`config.mk`:
```
export PLATFORM = sky130hd
export DESIGN_NAME = line_sensor_steering_unit_flat
export DESIGN_NICKNAME = d
export VERILOG_FILES = /design/src/lss_pkg.sv /design/src/lss_in_if.sv /design/src/lss_out_if.sv /design/src/line_sensor_steering_unit.sv /design/src/lss_divider.sv /design/src/lss_steer.sv /design/src/flat_wrapper.sv
export SDC_FILE = /design/constraint.sdc
export NUM_CORES = 1
export LEC_CHECK = 0
export ABC_CLOCK_PERIOD_IN_PS = 23300
export BUFFER_PORTS_ARGS = -buffer_cell sky130_fd_sc_hd__clkbuf_2
export CAP_MARGIN = 10
export CORE_MARGIN = 2
export CORE_UTILIZATION = 45
export DETAILED_ROUTE_END_ITERATION = 16
export PLACE_DENSITY = 0.57
export SLEW_MARGIN = 20
export SYNTH_ARGS = -nofsm -noshare
export SYNTH_HDL_FRONTEND = slang
export SYNTH_SLANG_ARGS = --single-unit
```
`constraint.sdc`:
```
create_clock -name clk -period 23.3 [get_ports clk]
set_input_delay 3.495 -clock clk [delete_from_list [all_inputs] [get_ports clk]]
set_output_delay 3.495 -clock clk [all_outputs]
set_load 0.01 [all_outputs]
```
`src/lss_pkg.sv`:
```
// ----------------------------------------------------------------------------
// lss_pkg
// Shared types, codes and constants for the line sensor steering unit.
// ----------------------------------------------------------------------------
package lss_pkg;

  localparam int SENSOR_COUNT    = 5;
  localparam int SAMPLE_BITS_DEF = 10;
  localparam int IDX_W           = $clog2(SENSOR_COUNT);
  localparam int OP_W            = 2;
  localparam int DRIVE_W         = 7;
  localparam int POS_W           = 9;
  localparam int MAG_W           = 8;
  localparam int LAP_W           = 5;
  localparam int LOCK_W          = 12;
  localparam int BAND_W          = 8;
  localparam int THR_W           = 10;
  localparam int SCALE_W         = 7;
  localparam int CFG_IDX_W       = 3;
  localparam int CFG_DATA_W      = 12;

  localparam int DIV_NUM_W_DEF = SAMPLE_BITS_DEF + 2 + SCALE_W;
  localparam int DIV_DEN_W_DEF = SAMPLE_BITS_DEF + 3;

  localparam logic [DRIVE_W-1:0] FULL_DUTY    = 7'd100;
  localparam logic [DRIVE_W-1:0] GENTLE_DRIVE = 7'd10;
  localparam logic [DRIVE_W-1:0] STRONG_DRIVE = 7'd5;
  localparam logic [DRIVE_W-1:0] SEARCH_DRIVE = 7'd2;
  localparam logic [LAP_W-1:0]   LAP_CAP      = 5'd31;

  localparam logic [THR_W-1:0]   DARK_THRESHOLD_RST = 10'd500;
  localparam logic [BAND_W-1:0]  NEAR_BAND_RST      = 8'd10;
  localparam logic [BAND_W-1:0]  FAR_BAND_RST       = 8'd20;
  localparam logic [DRIVE_W-1:0] CRUISE_DRIVE_RST   = 7'd60;
  localparam logic [SCALE_W-1:0] POSITION_SCALE_RST = 7'd75;
  localparam logic [LOCK_W-1:0]  LAP_LOCKOUT_RST    = 12'd3000;
  localparam logic [LAP_W-1:0]   LAP_LIMIT_RST      = 5'd16;

  localparam logic signed [2:0] SENSOR_WEIGHT [SENSOR_COUNT] =
    '{-3'sd2, -3'sd1, 3'sd0, 3'sd1, 3'sd2};

  typedef enum logic [OP_W-1:0] {
    OP_SCAN    = 2'd0,
    OP_TICK    = 2'd1,
    OP_RESTART = 2'd2
  } op_t;

  typedef enum logic [CFG_IDX_W-1:0] {
    CFG_DARK_THRESHOLD = 3'd0,
    CFG_NEAR_BAND      = 3'd1,
    CFG_FAR_BAND       = 3'd2,
    CFG_CRUISE_DRIVE   = 3'd3,
    CFG_POSITION_SCALE = 3'd4,
    CFG_LAP_LOCKOUT    = 3'd5,
    CFG_LAP_LIMIT      = 3'd6
  } cfg_idx_t;

  typedef enum logic [2:0] {
    S_IDLE,
    S_SPAN,
    S_GWAIT,
    S_ACC,
    S_TOT,
    S_PWAIT,
    S_DRIVE
  } seq_state_t;

  typedef struct packed {
    logic [THR_W-1:0]   dark_threshold;
    logic [BAND_W-1:0]  near_band;
    logic [BAND_W-1:0]  far_band;
    logic [DRIVE_W-1:0] cruise_drive;
    logic [SCALE_W-1:0] position_scale;
    logic [LOCK_W-1:0]  lap_lockout;
    logic [LAP_W-1:0]   lap_limit;
  } cfg_t;

  typedef struct packed {
    logic             tick;
    logic             restart;
    logic             decide;
    logic             all_dark;
    logic             all_mark;
    logic             neg;
    logic [MAG_W-1:0] mag;
  } steer_cmd_t;

  typedef struct packed {
    logic [DRIVE_W-1:0] right_drive;
    logic [DRIVE_W-1:0] left_drive;
    logic [LAP_W-1:0]   lap_count;
    logic               finished;
  } steer_rsp_t;

endpackage

```
`src/lss_in_if.sv`:
```
// ----------------------------------------------------------------------------
// lss_in_if
// Input item channel: operation code and five raw sensor readings.
// ----------------------------------------------------------------------------
interface lss_in_if import lss_pkg::*; #(
  parameter int SAMPLE_BITS = SAMPLE_BITS_DEF
) ();
  logic                   valid;
  logic                   ready;
  logic [OP_W-1:0]        op;
  logic [SAMPLE_BITS-1:0] sensor_a;
  logic [SAMPLE_BITS-1:0] sensor_b;
  logic [SAMPLE_BITS-1:0] sensor_c;
  logic [SAMPLE_BITS-1:0] sensor_d;
  logic [SAMPLE_BITS-1:0] sensor_e;

  modport source (
    output valid, op, sensor_a, sensor_b, sensor_c, sensor_d, sensor_e,
    input  ready
  );
  modport sink (
    input  valid, op, sensor_a, sensor_b, sensor_c, sensor_d, sensor_e,
    output ready
  );
endinterface

```
`src/lss_out_if.sv`:
```
// ----------------------------------------------------------------------------
// lss_out_if
// Result item channel: drives, position, lap status and degenerate flag.
// ----------------------------------------------------------------------------
interface lss_out_if import lss_pkg::*; ();
  logic                    valid;
  logic                    ready;
  logic [DRIVE_W-1:0]      right_drive;
  logic [DRIVE_W-1:0]      left_drive;
  logic signed [POS_W-1:0] position;
  logic [LAP_W-1:0]        lap_count;
  logic                    finished;
  logic                    degenerate;

  modport source (
    output valid, right_drive, left_drive, position, lap_count, finished, degenerate,
    input  ready
  );
  modport sink (
    input  valid, right_drive, left_drive, position, lap_count, finished, degenerate,
    output ready
  );
endinterface

```
`src/line_sensor_steering_unit.sv`:
```
// ----------------------------------------------------------------------------
// line_sensor_steering_unit
// Line follower steering: calibrated centroid, drive bands and lap counting.
// ----------------------------------------------------------------------------
// in_chan takes one item per handshake: op scan, tick or restart with five
// raw sensor readings. A scan yields one result item on out_chan; tick and
// restart are absorbed in the cycle they are accepted and yield none.
// cfg_we/cfg_index/cfg_data write the seven setup registers, one per cycle;
// the user must write them only while no scan is in flight (not enforced).
// A scan is worked through a small sequencer around one shared divider:
// five gain divisions of SAMPLE_BITS steps and one position division of
// SAMPLE_BITS+9 steps; a division is skipped when its span or the total is
// zero. in_chan.ready is low from a scan's acceptance until its result is
// loaded, so a new scan is taken only after the previous result is loaded;
// ticks and restarts leave it high.
// The result waits in an output register; a stalled receiver holds the
// sequencer only when a second result is ready to be loaded.
// Reset returns setup registers to their defaults and clears calibration,
// drive history, lap count, lockout and finish state.
// ----------------------------------------------------------------------------
module line_sensor_steering_unit import lss_pkg::*; #(
  parameter int SAMPLE_BITS = SAMPLE_BITS_DEF
) (
  input  logic                  clk,
  input  logic                  rst_n,
  lss_in_if.sink                in_chan,
  lss_out_if.source             out_chan,
  input  logic                  cfg_we,
  input  logic [CFG_IDX_W-1:0]  cfg_index,
  input  logic [CFG_DATA_W-1:0] cfg_data
);

  localparam int ACC_W  = SAMPLE_BITS + 3;
  localparam int WMAG_W = SAMPLE_BITS + 2;
  localparam int NUM_W  = WMAG_W + SCALE_W;
  localparam int DEN_W  = SAMPLE_BITS + 3;
  localparam int STEP_W = $clog2(NUM_W + 1);
  localparam int CMP_W  = (SAMPLE_BITS > THR_W) ? SAMPLE_BITS : THR_W;
  localparam logic [SAMPLE_BITS-1:0] SMAX = '1;

  seq_state_t state_r, state_nxt;
  cfg_t       cfg_r;

  logic [SAMPLE_BITS-1:0] raw_in [SENSOR_COUNT];
  logic [SAMPLE_BITS-1:0] raw_r  [SENSOR_COUNT];
  logic [SAMPLE_BITS-1:0] min_r  [SENSOR_COUNT];
  logic [SAMPLE_BITS-1:0] max_r  [SENSOR_COUNT];

  logic                    all_dark_in, all_mark_in;
  logic                    all_dark_r, all_mark_r, degen_r, neg_r;
  logic [IDX_W-1:0]        idx_r;
  logic [SAMPLE_BITS-1:0]  norm_r;
  logic signed [ACC_W-1:0] wsum_r;
  logic [ACC_W-1:0]        total_r;
  logic [MAG_W-1:0]        mag_r;

  logic                      accept, scan_in;
  logic [SAMPLE_BITS-1:0]    span, diff;
  logic [2*SAMPLE_BITS-1:0]  norm_prod;
  logic signed [ACC_W-1:0]   wt_ext, norm_ext, term, wabs;
  logic [WMAG_W-1:0]         wmag;
  logic [POS_W-1:0]          pos_mag, pos_val;

  logic              div_start, div_busy, div_done;
  logic [STEP_W-1:0] div_steps;
  logic [NUM_W-1:0]  div_num, div_quot;
  logic [DEN_W-1:0]  div_den;

  logic       out_valid_r, out_free, load_out;
  steer_cmd_t steer_cmd;
  steer_rsp_t steer_rsp;

  assign raw_in[0] = in_chan.sensor_a;
  assign raw_in[1] = in_chan.sensor_b;
  assign raw_in[2] = in_chan.sensor_c;
  assign raw_in[3] = in_chan.sensor_d;
  assign raw_in[4] = in_chan.sensor_e;

  assign accept  = in_chan.valid && in_chan.ready;
  assign scan_in = accept && (op_t'(in_chan.op) == OP_SCAN);

  always_comb begin
    all_dark_in = 1'b1;
    all_mark_in = 1'b1;
    for (int i = 0; i < SENSOR_COUNT; i++) begin
      if (!(CMP_W'(raw_in[i]) > CMP_W'(cfg_r.dark_threshold))) all_dark_in = 1'b0;
      if (!(CMP_W'(raw_in[i]) < CMP_W'(cfg_r.dark_threshold))) all_mark_in = 1'b0;
    end
  end

  // per-sensor datapath
  assign span      = max_r[idx_r] - min_r[idx_r];
  assign diff      = raw_r[idx_r] - min_r[idx_r];
  assign norm_prod = div_quot[SAMPLE_BITS-1:0] * diff;
  assign wt_ext    = {{(ACC_W-3){SENSOR_WEIGHT[idx_r][2]}}, SENSOR_WEIGHT[idx_r]};
  assign norm_ext  = signed'({3'b000, norm_r});
  assign term      = wt_ext * norm_ext;
  assign wabs      = (wsum_r < 0) ? -wsum_r : wsum_r;
  assign wmag      = wabs[WMAG_W-1:0];

  // next state
  always_comb begin
    state_nxt = state_r;
    case (state_r)
      S_IDLE:  if (scan_in) state_nxt = S_SPAN;
      S_SPAN:  state_nxt = (span == '0) ? S_ACC : S_GWAIT;
      S_GWAIT: if (div_done) state_nxt = S_ACC;
      S_ACC:   state_nxt = (idx_r == IDX_W'(SENSOR_COUNT - 1)) ? S_TOT : S_SPAN;
      S_TOT:   state_nxt = (total_r == '0) ? S_DRIVE : S_PWAIT;
      S_PWAIT: if (div_done) state_nxt = S_DRIVE;
      S_DRIVE: if (out_free) state_nxt = S_IDLE;
      default: state_nxt = S_IDLE;
    endcase
  end

  // sequencer outputs
  always_comb begin
    div_start = 1'b0;
    div_steps = STEP_W'(SAMPLE_BITS);
    div_num   = {SMAX, {(NUM_W-SAMPLE_BITS){1'b0}}};
    div_den   = DEN_W'(span);
    load_out  = 1'b0;
    case (state_r)
      S_SPAN: div_start = (span != '0);
      S_TOT: begin
        div_start = (total_r != '0);
        div_steps = STEP_W'(NUM_W);
        div_num   = NUM_W'(cfg_r.position_scale) * NUM_W'(wmag);
        div_den   = total_r;
      end
      S_DRIVE: load_out = out_free;
      default: ;
    endcase
  end

  assign in_chan.ready = (state_r == S_IDLE);
  assign out_free      = !out_valid_r || out_chan.ready;

  always_ff @(posedge clk) begin
    if (!rst_n) begin
      state_r <= S_IDLE;
    end else begin
      state_r <= state_nxt;
    end
  end

  // setup registers
  always_ff @(posedge clk) begin
    if (!rst_n) begin
      cfg_r.dark_threshold <= DARK_THRESHOLD_RST;
      cfg_r.near_band      <= NEAR_BAND_RST;
      cfg_r.far_band       <= FAR_BAND_RST;
      cfg_r.cruise_drive   <= CRUISE_DRIVE_RST;
      cfg_r.position_scale <= POSITION_SCALE_RST;
      cfg_r.lap_lockout    <= LAP_LOCKOUT_RST;
      cfg_r.lap_limit      <= LAP_LIMIT_RST;
    end else if (cfg_we) begin
      case (cfg_idx_t'(cfg_index))
        CFG_DARK_THRESHOLD: cfg_r.dark_threshold <= cfg_data[THR_W-1:0];
        CFG_NEAR_BAND:      cfg_r.near_band      <= cfg_data[BAND_W-1:0];
        CFG_FAR_BAND:       cfg_r.far_band       <= cfg_data[BAND_W-1:0];
        CFG_CRUISE_DRIVE:   cfg_r.cruise_drive   <= cfg_data[DRIVE_W-1:0];
        CFG_POSITION_SCALE: cfg_r.position_scale <= cfg_data[SCALE_W-1:0];
        CFG_LAP_LOCKOUT:    cfg_r.lap_lockout    <= cfg_data[LOCK_W-1:0];
        CFG_LAP_LIMIT:      cfg_r.lap_limit      <= cfg_data[LAP_W-1:0];
        default: ;
      endcase
    end
  end

  // calibration extremes
  always_ff @(posedge clk) begin
    if (!rst_n) begin
      for (int i = 0; i < SENSOR_COUNT; i++) begin
        min_r[i] <= SMAX;
        max_r[i] <= '0;
      end
    end else if (accept && (op_t'(in_chan.op) == OP_RESTART)) begin
      for (int i = 0; i < SENSOR_COUNT; i++) begin
        min_r[i] <= SMAX;
        max_r[i] <= '0;
      end
    end else if (scan_in) begin
      for (int i = 0; i < SENSOR_COUNT; i++) begin
        if (raw_in[i] > max_r[i]) max_r[i] <= raw_in[i];
        if (raw_in[i] < min_r[i]) min_r[i] <= raw_in[i];
      end
    end
  end

  // scan working registers
  always_ff @(posedge clk) begin
    case (state_r)
      S_IDLE: if (scan_in) begin
        for (int i = 0; i < SENSOR_COUNT; i++) raw_r[i] <= raw_in[i];
        all_dark_r <= all_dark_in;
        all_mark_r <= all_mark_in;
        degen_r    <= 1'b0;
        wsum_r     <= '0;
        total_r    <= '0;
        idx_r      <= '0;
      end
      S_SPAN: if (span == '0) begin
        norm_r  <= '0;
        degen_r <= 1'b1;
      end
      S_GWAIT: if (div_done) norm_r <= norm_prod[SAMPLE_BITS-1:0];
      S_ACC: begin
        wsum_r  <= wsum_r + term;
        total_r <= total_r + ACC_W'(norm_r);
        idx_r   <= idx_r + 1'b1;
      end
      S_TOT: begin
        neg_r <= (wsum_r < 0);
        if (total_r == '0) begin
          mag_r   <= '0;
          degen_r <= 1'b1;
        end
      end
      S_PWAIT: if (div_done) mag_r <= div_quot[MAG_W-1:0];
      default: ;
    endcase
  end

  lss_divider #(
    .NUM_W (NUM_W),
    .DEN_W (DEN_W)
  ) u_div (
    .clk   (clk),
    .rst_n (rst_n),
    .start (div_start),
    .steps (div_steps),
    .num   (div_num),
    .den   (div_den),
    .busy  (div_busy),
    .done  (div_done),
    .quot  (div_quot)
  );

  always_comb begin
    steer_cmd.tick     = accept && (op_t'(in_chan.op) == OP_TICK);
    steer_cmd.restart  = accept && (op_t'(in_chan.op) == OP_RESTART);
    steer_cmd.decide   = load_out;
    steer_cmd.all_dark = all_dark_r;
    steer_cmd.all_mark = all_mark_r;
    steer_cmd.neg      = neg_r;
    steer_cmd.mag      = mag_r;
  end

  lss_steer u_steer (
    .clk   (clk),
    .rst_n (rst_n),
    .cfg   (cfg_r),
    .cmd   (steer_cmd),
    .rsp   (steer_rsp)
  );

  assign pos_mag = {1'b0, mag_r};
  assign pos_val = neg_r ? (~pos_mag + 1'b1) : pos_mag;

  // result register
  always_ff @(posedge clk) begin
    if (!rst_n) begin
      out_valid_r <= 1'b0;
    end else if (load_out) begin
      out_valid_r <= 1'b1;
    end else if (out_chan.ready) begin
      out_valid_r <= 1'b0;
    end
  end

  always_ff @(posedge clk) begin
    if (load_out) begin
      out_chan.right_drive <= steer_rsp.right_drive;
      out_chan.left_drive  <= steer_rsp.left_drive;
      out_chan.position    <= pos_val;
      out_chan.lap_count   <= steer_rsp.lap_count;
      out_chan.finished    <= steer_rsp.finished;
      out_chan.degenerate  <= degen_r;
    end
  end

  assign out_chan.valid = out_valid_r;

  a_finished_stops: assert property (@(posedge clk) disable iff (!rst_n)
    out_chan.valid && out_chan.finished |->
      out_chan.right_drive == '0 && out_chan.left_drive == '0)
    else $error("drives nonzero after finish");

  a_ready_div_idle: assert property (@(posedge clk) disable iff (!rst_n)
    in_chan.ready |-> !div_busy)
    else $error("ready while divider busy");

endmodule

```
`src/lss_divider.sv`:
```
// ----------------------------------------------------------------------------
// lss_divider
// Shared restoring divider, one quotient bit per cycle, variable step count.
// ----------------------------------------------------------------------------
module lss_divider import lss_pkg::*; #(
  parameter  int NUM_W  = DIV_NUM_W_DEF,
  parameter  int DEN_W  = DIV_DEN_W_DEF,
  localparam int STEP_W = $clog2(NUM_W + 1)
) (
  input  logic              clk,
  input  logic              rst_n,
  input  logic              start,
  input  logic [STEP_W-1:0] steps,
  input  logic [NUM_W-1:0]  num,
  input  logic [DEN_W-1:0]  den,
  output logic              busy,
  output logic              done,
  output logic [NUM_W-1:0]  quot
);

  logic              busy_r, busy_nxt;
  logic              done_r, done_nxt;
  logic [STEP_W-1:0] cnt_r, cnt_nxt;
  logic [DEN_W-1:0]  rem_r, rem_nxt;
  logic [NUM_W-1:0]  quot_r, quot_nxt;
  logic [DEN_W-1:0]  den_r, den_nxt;
  logic [DEN_W:0]    shifted;
  logic [DEN_W:0]    trial;
  logic              ge;

  assign shifted = {rem_r, quot_r[NUM_W-1]};
  assign ge      = (shifted >= {1'b0, den_r});
  assign trial   = shifted - {1'b0, den_r};

  always_comb begin
    busy_nxt = busy_r;
    done_nxt = 1'b0;
    cnt_nxt  = cnt_r;
    rem_nxt  = rem_r;
    quot_nxt = quot_r;
    den_nxt  = den_r;
    if (start) begin
      busy_nxt = 1'b1;
      cnt_nxt  = steps;
      rem_nxt  = '0;
      quot_nxt = num;
      den_nxt  = den;
    end else if (busy_r) begin
      rem_nxt  = ge ? trial[DEN_W-1:0] : shifted[DEN_W-1:0];
      quot_nxt = {quot_r[NUM_W-2:0], ge};
      cnt_nxt  = cnt_r - 1'b1;
      if (cnt_r == STEP_W'(1)) begin
        busy_nxt = 1'b0;
        done_nxt = 1'b1;
      end
    end
  end

  always_ff @(posedge clk) begin
    if (!rst_n) begin
      busy_r <= 1'b0;
      done_r <= 1'b0;
      cnt_r  <= '0;
    end else begin
      busy_r <= busy_nxt;
      done_r <= done_nxt;
      cnt_r  <= cnt_nxt;
    end
  end

  always_ff @(posedge clk) begin
    rem_r  <= rem_nxt;
    quot_r <= quot_nxt;
    den_r  <= den_nxt;
  end

  assign busy = busy_r;
  assign done = done_r;
  assign quot = quot_r;

  a_no_start_when_busy: assert property (@(posedge clk) disable iff (!rst_n)
    start |-> !busy_r)
    else $error("divider started while busy");

endmodule

```
`src/lss_steer.sv`:
```
// ----------------------------------------------------------------------------
// lss_steer
// Drive selection from position bands, dark search, lap lockout and counter.
// ----------------------------------------------------------------------------
module lss_steer import lss_pkg::*; (
  input  logic       clk,
  input  logic       rst_n,
  input  cfg_t       cfg,
  input  steer_cmd_t cmd,
  output steer_rsp_t rsp
);

  logic [DRIVE_W-1:0] last_right_r, last_right_nxt;
  logic [DRIVE_W-1:0] last_left_r, last_left_nxt;
  logic [LAP_W-1:0]   laps_r, laps_nxt;
  logic [LOCK_W-1:0]  lockout_r, lockout_nxt;
  logic               run_over_r, run_over_nxt;
  logic [DRIVE_W-1:0] cruise;
  logic [DRIVE_W-1:0] right_pick;
  logic [DRIVE_W-1:0] left_pick;
  logic [LAP_W-1:0]   laps_inc;
  logic               mark;

  assign cruise = (cfg.cruise_drive > FULL_DUTY) ? FULL_DUTY : cfg.cruise_drive;

  always_comb begin
    if (cmd.mag > cfg.far_band) begin
      right_pick = cmd.neg ? STRONG_DRIVE : cruise;
      left_pick  = cmd.neg ? cruise : STRONG_DRIVE;
    end else if (cmd.mag > cfg.near_band) begin
      right_pick = cmd.neg ? GENTLE_DRIVE : cruise;
      left_pick  = cmd.neg ? cruise : GENTLE_DRIVE;
    end else if (cmd.all_dark) begin
      if (last_right_r < last_left_r) begin
        right_pick = SEARCH_DRIVE;
        left_pick  = cruise;
      end else begin
        right_pick = cruise;
        left_pick  = SEARCH_DRIVE;
      end
    end else begin
      right_pick = cruise;
      left_pick  = cruise;
    end
  end

  assign mark     = cmd.decide && !run_over_r && (lockout_r == '0) && cmd.all_mark;
  assign laps_inc = (laps_r < LAP_CAP) ? laps_r + 1'b1 : laps_r;

  always_comb begin
    last_right_nxt = last_right_r;
    last_left_nxt  = last_left_r;
    laps_nxt       = laps_r;
    lockout_nxt    = lockout_r;
    run_over_nxt   = run_over_r;
    if (cmd.restart) begin
      last_right_nxt = '0;
      last_left_nxt  = '0;
      laps_nxt       = '0;
      lockout_nxt    = '0;
      run_over_nxt   = 1'b0;
    end else if (cmd.tick) begin
      if (lockout_r != '0) begin
        lockout_nxt = lockout_r - 1'b1;
      end
    end else if (cmd.decide && !run_over_r) begin
      last_right_nxt = right_pick;
      last_left_nxt  = left_pick;
      if (mark) begin
        lockout_nxt  = cfg.lap_lockout;
        laps_nxt     = laps_inc;
        run_over_nxt = (laps_inc >= cfg.lap_limit);
      end
    end
  end

  always_ff @(posedge clk) begin
    if (!rst_n) begin
      last_right_r <= '0;
      last_left_r  <= '0;
      laps_r       <= '0;
      lockout_r    <= '0;
      run_over_r   <= 1'b0;
    end else begin
      last_right_r <= last_right_nxt;
      last_left_r  <= last_left_nxt;
      laps_r       <= laps_nxt;
      lockout_r    <= lockout_nxt;
      run_over_r   <= run_over_nxt;
    end
  end

  always_comb begin
    rsp.right_drive = run_over_nxt ? '0 : right_pick;
    rsp.left_drive  = run_over_nxt ? '0 : left_pick;
    rsp.lap_count   = laps_nxt;
    rsp.finished    = run_over_nxt;
  end

  a_laps_monotonic: assert property (@(posedge clk) disable iff (!rst_n)
    !cmd.restart |=> laps_r >= $past(laps_r))
    else $error("lap count dropped without restart");

  a_finish_sticky: assert property (@(posedge clk) disable iff (!rst_n)
    run_over_r && !cmd.restart |=> run_over_r)
    else $error("finish cleared without restart");

endmodule

```
`src/flat_wrapper.sv`:
```
// flat-port wrapper written by rule: the top's interface ports become plain ports
module line_sensor_steering_unit_flat import lss_pkg::*;
#(
  parameter int SAMPLE_BITS = SAMPLE_BITS_DEF
)
  (clk, rst_n, cfg_we, cfg_index, cfg_data, in_chan_valid, in_chan_op, in_chan_sensor_a, in_chan_sensor_b, in_chan_sensor_c, in_chan_sensor_d, in_chan_sensor_e, in_chan_ready, out_chan_valid, out_chan_right_drive, out_chan_left_drive, out_chan_position, out_chan_lap_count, out_chan_finished, out_chan_degenerate, out_chan_ready);
  lss_in_if #(.SAMPLE_BITS(SAMPLE_BITS)) in_chan_i ();
  lss_out_if out_chan_i ();
  input  logic clk;
  input  logic rst_n;
  input  logic cfg_we;
  input  logic [CFG_IDX_W-1:0] cfg_index;
  input  logic [CFG_DATA_W-1:0] cfg_data;
  input wire logic [$bits(in_chan_i.valid)-1:0] in_chan_valid;
  input wire logic [$bits(in_chan_i.op)-1:0] in_chan_op;
  input wire logic [$bits(in_chan_i.sensor_a)-1:0] in_chan_sensor_a;
  input wire logic [$bits(in_chan_i.sensor_b)-1:0] in_chan_sensor_b;
  input wire logic [$bits(in_chan_i.sensor_c)-1:0] in_chan_sensor_c;
  input wire logic [$bits(in_chan_i.sensor_d)-1:0] in_chan_sensor_d;
  input wire logic [$bits(in_chan_i.sensor_e)-1:0] in_chan_sensor_e;
  output wire logic [$bits(in_chan_i.ready)-1:0] in_chan_ready;
  output wire logic [$bits(out_chan_i.valid)-1:0] out_chan_valid;
  output wire logic [$bits(out_chan_i.right_drive)-1:0] out_chan_right_drive;
  output wire logic [$bits(out_chan_i.left_drive)-1:0] out_chan_left_drive;
  output wire logic [$bits(out_chan_i.position)-1:0] out_chan_position;
  output wire logic [$bits(out_chan_i.lap_count)-1:0] out_chan_lap_count;
  output wire logic [$bits(out_chan_i.finished)-1:0] out_chan_finished;
  output wire logic [$bits(out_chan_i.degenerate)-1:0] out_chan_degenerate;
  input wire logic [$bits(out_chan_i.ready)-1:0] out_chan_ready;
  assign in_chan_i.valid = in_chan_valid;
  assign in_chan_i.op = in_chan_op;
  assign in_chan_i.sensor_a = in_chan_sensor_a;
  assign in_chan_i.sensor_b = in_chan_sensor_b;
  assign in_chan_i.sensor_c = in_chan_sensor_c;
  assign in_chan_i.sensor_d = in_chan_sensor_d;
  assign in_chan_i.sensor_e = in_chan_sensor_e;
  assign in_chan_ready = in_chan_i.ready;
  assign out_chan_valid = out_chan_i.valid;
  assign out_chan_right_drive = out_chan_i.right_drive;
  assign out_chan_left_drive = out_chan_i.left_drive;
  assign out_chan_position = out_chan_i.position;
  assign out_chan_lap_count = out_chan_i.lap_count;
  assign out_chan_finished = out_chan_i.finished;
  assign out_chan_degenerate = out_chan_i.degenerate;
  assign out_chan_i.ready = out_chan_ready;
  line_sensor_steering_unit #(.SAMPLE_BITS(SAMPLE_BITS)) u_core (.clk(clk), .rst_n(rst_n), .in_chan(in_chan_i), .out_chan(out_chan_i), .cfg_we(cfg_we), .cfg_index(cfg_index), .cfg_data(cfg_data));
endmodule
```
# == Word-level counts from Yosys, hierarchy flattened ==
# Memory sizes are Yosys's and may differ from the RTL's. A register that Yosys moved wholly into a read port is not among the register bits.
# Index checks and enable logic that the tools add are counted.
# word_totals
register_bits,226
ramBits,150
rom_bits,24
input_bits,72
output_inout_bits,32
memories,4
# memory_table
memory,words,width,read_ports,rd_clocked_by_memory_dff,write_ports,line,rtl
u_core.max_r,5,10,6,1,5,line_sensor_steering_unit.sv:47,logic [SAMPLE_BITS-1:0] max_r [SENSOR_COUNT];
u_core.min_r,5,10,6,1,5,line_sensor_steering_unit.sv:46,logic [SAMPLE_BITS-1:0] min_r [SENSOR_COUNT];
u_core.raw_r,5,10,1,1,5,line_sensor_steering_unit.sv:45,logic [SAMPLE_BITS-1:0] raw_r [SENSOR_COUNT];
(name not given),8,3,1,0,0,line_sensor_steering_unit.sv:95,"assign wt_ext = {{(ACC_W-3){SENSOR_WEIGHT[idx_r][2]}}, SENSOR_WEIGHT[idx_r]};"
# op_classes
n_addsub,11
multipliers,3
n_lt_le_gt_ge,29
n_eq_ne,23
muxes,151
bitwise_logic,25
reduce_logical,46
# ops
op,n
2-to-1 mux 10 bit,23
greater-than comparator 10 bit,10
< comparator 10 bit,10
2-to-1 mux 7 bit,13
2-to-1 mux 1 bit,74
2-to-1 mux 12 bit,5
2-to-1 mux 19 bit,3
case mux 13 bit (2 select lines),2
2-to-1 mux 5 bit,8
2-to-1 mux 3 bit,11
2-to-1 mux 13 bit,2
2-to-1 mux 8 bit,3
== test 3 bit (second input constant),7
case mux 3 bit (7 select lines),1
bitwise OR 1 bit,20
case mux 10 bit (2 select lines),1
AND reduction 2 bit,10
subtractor 10 bit,2
multiplier 7 x 12 -> 19 bit,1
greater-than comparator 8 bit,2
case mux 8 bit (2 select lines),1
AND reduction 4 bit,4
>= comparator 14 x 13 -> 1 bit,1
nonzero test 2 bit,7
other kinds (46),67

# == Depth between registers and ports, before layout ==
# logic_depth
depth_word,10
depth_mapped,29
ltp_nobuf,27

# == By module ==
# Synthesis repeated with hierarchy kept, for this count alone.
# hier_totals
cells_unflattened,2760
area_unflattened_um2,27542.7
# by_module_without_submodules
module,n_inst,cells_each,area_per_inst_um2,seq_area_each_um2
line_sensor_steering_unit,1,2155,22094.9,8217.9
lss_divider,1,268,2855.2,1361.3
lss_steer,1,337,2592.5,640.6

# == Least setup slack after synthesis ==
# Ideal clock, no wire load.
# synth_path
kind,register to register
startpoint,reg (tool-made name)
endpoint,reg u_core.norm_r[9] (data pin)
setup_time_ns,0.262
t_arrival_ns,7.151
required_time_ns,23.038
slack_ns,15.888
stages_incl_launch_ff,29
n_path_buf,2
period_less_slack_ns,7.412
path_cell_list,dfxtp_1 buf_2 buf_2 mux4_2 mux2_2 ha_1 fa_1 nand2b_1 a21oi_2 a2111oi_0 or3_1 xnor2_1 and2_1 ha_1 ha_1 inv_1 fa_1 inv_1 fa_1 inv_1 fa_1 xor2_1 xnor2_1 xnor2_1 xnor2_1 xnor3_1 xnor3_1 xnor2_1 nor2_1
# synth_rtl
element,line,rtl
"end signal, assigned",line_sensor_steering_unit.sv:207,S_GWAIT: if (div_done) norm_r <= norm_prod[SAMPLE_BITS-1:0];
"end, declared",line_sensor_steering_unit.sv:52,logic [SAMPLE_BITS-1:0] norm_r;

==> flow_metrics.tcl <==
set metrics [dict create \
    floorplan.die_area_sq_um 62690 \
    critical-path-top-cell-by-count "sky130_fd_sc_hd__fa_1" \
    mostFrequentLayoutCell "sky130_fd_sc_hd__ha_1" \
    port_buffers 103 \
    core_region_area_sq_um 60130 \
    synth_fp_nets 3189 \
    ir_drop_v 0.0002277 \
    synth_edf_count 263 \
    timing.max_slew.rel_slack 0.3248 \
    worstSkewPairLatency_ns 0.60 \
    outcome "complete, no violations" \
    number_of_remaining_drc_errors 0 \
    cp_slowest_cell "sky130_fd_sc_hd__mux4_2" \
    global_route.usage.met1 0.3527 \
    gpl.final_weighted_congestion 0.8692 \
    top_usage_layer "met2" \
    netlist.area_leader.share 0.2891 \
    clock_path_buffers 3 \
    final-setup-viol-count 0 \
    synthFlopType "sky130_fd_sc_hd__edfxtp_1" \
    grtUsageMet3 0.04074 \
    powerDensity_nw_per_um2 109.7 \
    cp_top_family "adder cells" \
    number_of_nets_in_the_finished_design 3275 \
    cts_tree "built" \
    route.detailed.vias_per_inst 5.633 \
    hold_viol 0 \
    worst-path-buf-inv 5 \
    min_path_type "flip-flop to flip-flop" \
    fp-row-count 90 \
    chipHeight_microns 250.4 \
    max_cap_viol_count 0 \
    final.period_utilization 0.3307 \
    clock_tree.root_cell "sky130_fd_sc_hd__clkbuf_16" \
    synth_cells 2716 \
    synth.yosys.warnings 0 \
    synth_area_leaders "sky130_fd_sc_hd__edfxtp_1 29%, sky130_fd_sc_hd__ha_1 14%, sky130_fd_sc_hd__dfxtp_1 8.5%" \
    tightestPinTransition_ns 0.9847 \
    cts_hold_repair.buffers 0 \
    cp_max_fo 30 \
    finClkSkew_ns 0.04543 \
    drt.antenna.violating_nets 0 \
    achievable-frequency_mhz 129.8 \
    path_cells "buf_4 > mux4_2 > mux2_2 > ha_1 > fa_1 > xnor2_1 > nand2_1 > fa_1 > inv_1 > fa_1 > inv_1 > fa_1 > inv_1 > fa_1 > inv_1 > fa_1 > xor2_1 > xnor2_1 > xnor2_1 > xnor2_1 > xnor3_1 > xnor3_1 > xnor2_1 > nor2_1" \
    synthDominantAreaCellType "sky130_fd_sc_hd__edfxtp_1" \
    post_cts_resize_count 0 \
    syn_avg_cell_area_sq_um 10.06 \
    io_pins 104 \
    via_count_of_the_first_global_routing_pass 20305 \
    cts.sink_count 379 \
    cts.reportedPaths.clkPinSlew_ns 0.06 \
    cts-buffers-inserted 46 \
    htree_levels 2 \
    synth.distinct_cells 83 \
    track_usage 0.2460 \
    avgRoutedWirePerCell_microns 21.04 \
    grtUsageMet2 0.3791 \
    area.growth.synth_to_final_pct 10.42 \
    ys_ff_latch 379 \
    crit_required_ns 23.62 \
    commonest_cells_after_routing_fill_and_taps_aside "306 x sky130_fd_sc_hd__ha_1, 299 x sky130_fd_sc_hd__inv_1, 264 x sky130_fd_sc_hd__nand2_1" \
    hold_slack_ns 0.4189 \
    setup_repair_after_global_routing_missed_its_margin "false" \
    total_leakage_power_nw 13.39 \
    hpwl_microns 57960 \
    start_util 0.4543 \
    min_period_ns 7.706 \
    netlist_area_sq_um 27320 \
    detailedRoute.firstPassIterationCount 5 \
    synth.yosys.seq_area_share 0.3741 \
    routed_wl_microns 76200 \
    cpPeakStageDelay_ns 0.61 \
    startpoint_type "flip-flop" \
    drt_first_iter_violations 1378 \
    layout-drive-gt1-share 0.1011 \
    grt_start_max_net_pins 77 \
    arrival_ns 8.03 \
    global_route_wire_length_before_repair_microns 118500 \
    grt_remaining_overflow 0 \
    postcts_setup_bufs 0 \
    grt_antenna_before_repair 2 \
    detailroute.via_count 20404 \
    die_width_microns 250.4 \
    async_flop_share 0 \
    critPathCaptureType "flip-flop" \
    setup-tns-final_ns 0 \
    drv_slew 0 \
    setup.worst_path.class "flip-flop to flip-flop" \
]
[worst register-to-register path, cell delays in order, from the launching register on]
cell and delay [ns]:
sky130_fd_sc_hd__dfxtp_2 0.31, sky130_fd_sc_hd__buf_4 0.51, sky130_fd_sc_hd__mux4_2 0.62, sky130_fd_sc_hd__mux2_2 0.30, sky130_fd_sc_hd__ha_1 0.22, sky130_fd_sc_hd__fa_1 0.41
sky130_fd_sc_hd__xnor2_1 0.61, sky130_fd_sc_hd__nand2_1 0.18, sky130_fd_sc_hd__fa_1 0.53, sky130_fd_sc_hd__inv_1 0.06, sky130_fd_sc_hd__fa_1 0.50, sky130_fd_sc_hd__inv_1 0.05
sky130_fd_sc_hd__fa_1 0.48, sky130_fd_sc_hd__inv_1 0.05, sky130_fd_sc_hd__fa_1 0.53, sky130_fd_sc_hd__inv_1 0.06, sky130_fd_sc_hd__fa_1 0.42, sky130_fd_sc_hd__xor2_1 0.16
sky130_fd_sc_hd__xnor2_1 0.19, sky130_fd_sc_hd__xnor2_1 0.15, sky130_fd_sc_hd__xnor2_1 0.17, sky130_fd_sc_hd__xnor3_1 0.34, sky130_fd_sc_hd__xnor3_1 0.38, sky130_fd_sc_hd__xnor2_1 0.16
sky130_fd_sc_hd__nor2_1 0.05
[registers in the layout, indices dropped and copies added (netlist names), 3 cells and up, named ones only]
signal / count
u_core.cfg_r: 57
u_core.max_r: 50
u_core.min_r: 50
u_core.raw_r: 50
u_core.u_div.quot: 19
u_core.total_r: 13
u_core.u_div.den_r: 13
u_core.u_div.rem_r: 13
u_core.wsum_r: 13
u_core.u_steer.lockout_r: 12
u_core.norm_r: 10
u_core.out_chan.position: 9
u_core.mag_r: 8
u_core.out_chan.left_drive: 7
u_core.out_chan.right_drive: 7
u_core.u_steer.last_left_r: 7
u_core.u_steer.last_right_r: 7
u_core.out_chan.lap_count: 5
u_core.u_div.cnt_r: 5
u_core.u_steer.laps_r: 5
u_core.idx_r: 3
u_core.state_r: 3
[synth_stat cells (21+ instances only)]
cell and n:
sky130_fd_sc_hd__ha_1 306, sky130_fd_sc_hd__inv_1 299, sky130_fd_sc_hd__nand2_1 264, sky130_fd_sc_hd__edfxtp_1 263, sky130_fd_sc_hd__nor2_1 130, sky130_fd_sc_hd__dfxtp_1 116, sky130_fd_sc_hd__a21oi_1 115, sky130_fd_sc_hd__nor2b_1 110
sky130_fd_sc_hd__fa_1 95, sky130_fd_sc_hd__and2_1 92, sky130_fd_sc_hd__o21ai_0 85, sky130_fd_sc_hd__a21o_1 62, sky130_fd_sc_hd__clkbuf_1 62, sky130_fd_sc_hd__nand2b_1 58, sky130_fd_sc_hd__xnor2_1 57, sky130_fd_sc_hd__o21bai_1 55
sky130_fd_sc_hd__nand3_1 49, sky130_fd_sc_hd__nor3_1 46, sky130_fd_sc_hd__mux2i_1 39, sky130_fd_sc_hd__xor2_1 39, sky130_fd_sc_hd__a211oi_1 30, sky130_fd_sc_hd__a21boi_0 30, sky130_fd_sc_hd__mux4_2 30, sky130_fd_sc_hd__o211ai_1 30
sky130_fd_sc_hd__nand4_1 27, sky130_fd_sc_hd__buf_2 23, sky130_fd_sc_hd__o21a_1 21
[final cells by class]
type                            count  area (sq um)
Fill cell                        5490         29970
Multi-Input combinational cell   1949         15660
Sequential cell                   379         10220
Clock buffer                       53          1177
Inverter                          300          1126
Tap cell                          782         978.4
Timing Repair Buffer              126         688.2
Clock inverter                     32         310.3
Antenna cell                        1         2.502
[through the flow]
step | instances | total power [mW] | instance area [sq um] | setup slack, ns | utilization
after CTS | 3621 | 3.339 | 30150 | 15.51 | 0.5014
after floorplan | 2716 | 2.249 | 27320 | 15.89 | -
after detailed placement | 3536 | 2.608 | 28660 | 15.56 | 0.4767
after global placement | 3536 | 2.603 | 28660 | 15.62 | 0.4767
final | 3622 | 3.308 | 30160 | 15.59 | 0.5016
after global routing | 3621 | 3.598 | 30160 | 15.08 | 0.5015
[logic make-up (layout without fill, tap and decap cells)]
group,count (synthesis),count (layout),synth area share
and+or+nand+nor,854,854,0.1582
AOI/OAI and AO/OA,510,510,0.1246
adders and majority gates,401,401,0.2098
buffers and inverters,388,511,0.05464
DFF,379,379,0.3741
xor gates and xnor gates,99,99,0.03303
muxes,85,85,0.04562
other,0,1,0
[routing by layer]
metal  share of wire  vias up
li1                -     9666
met3           0.065      135
met5               0        -
met1            0.46    10006
met2            0.44      597
met4           0.033        0
[power by group]
group / switching [mW] / leakage (nW) / total [mW] / internal, mW
Combinational: 0.919 / 9.31 / 1.74 / 0.816
Sequential: 0.0620 / 3.34 / 0.864 / 0.802
Clock: 0.297 / 0.738 / 0.708 / 0.411
Total: 1.28 / 13.4 / 3.31 / 2.03
[path summary, 6_finish.rpt]
path | start | endpoint | slack, ns | cells after the start
worst max register to register | flip-flop | u_core.norm_r[9] | 15.59 | 24
worst min register to register | u_core.degen_r | u_core.out_chan.degenerate | 0.42 | 0
worst max-delay path | flip-flop | u_core.norm_r[9] | 15.59 | 24
worst min-delay path | u_core.degen_r | u_core.out_chan.degenerate | 0.42 | 0
Note: power is estimated with default switching activity, not from simulation.
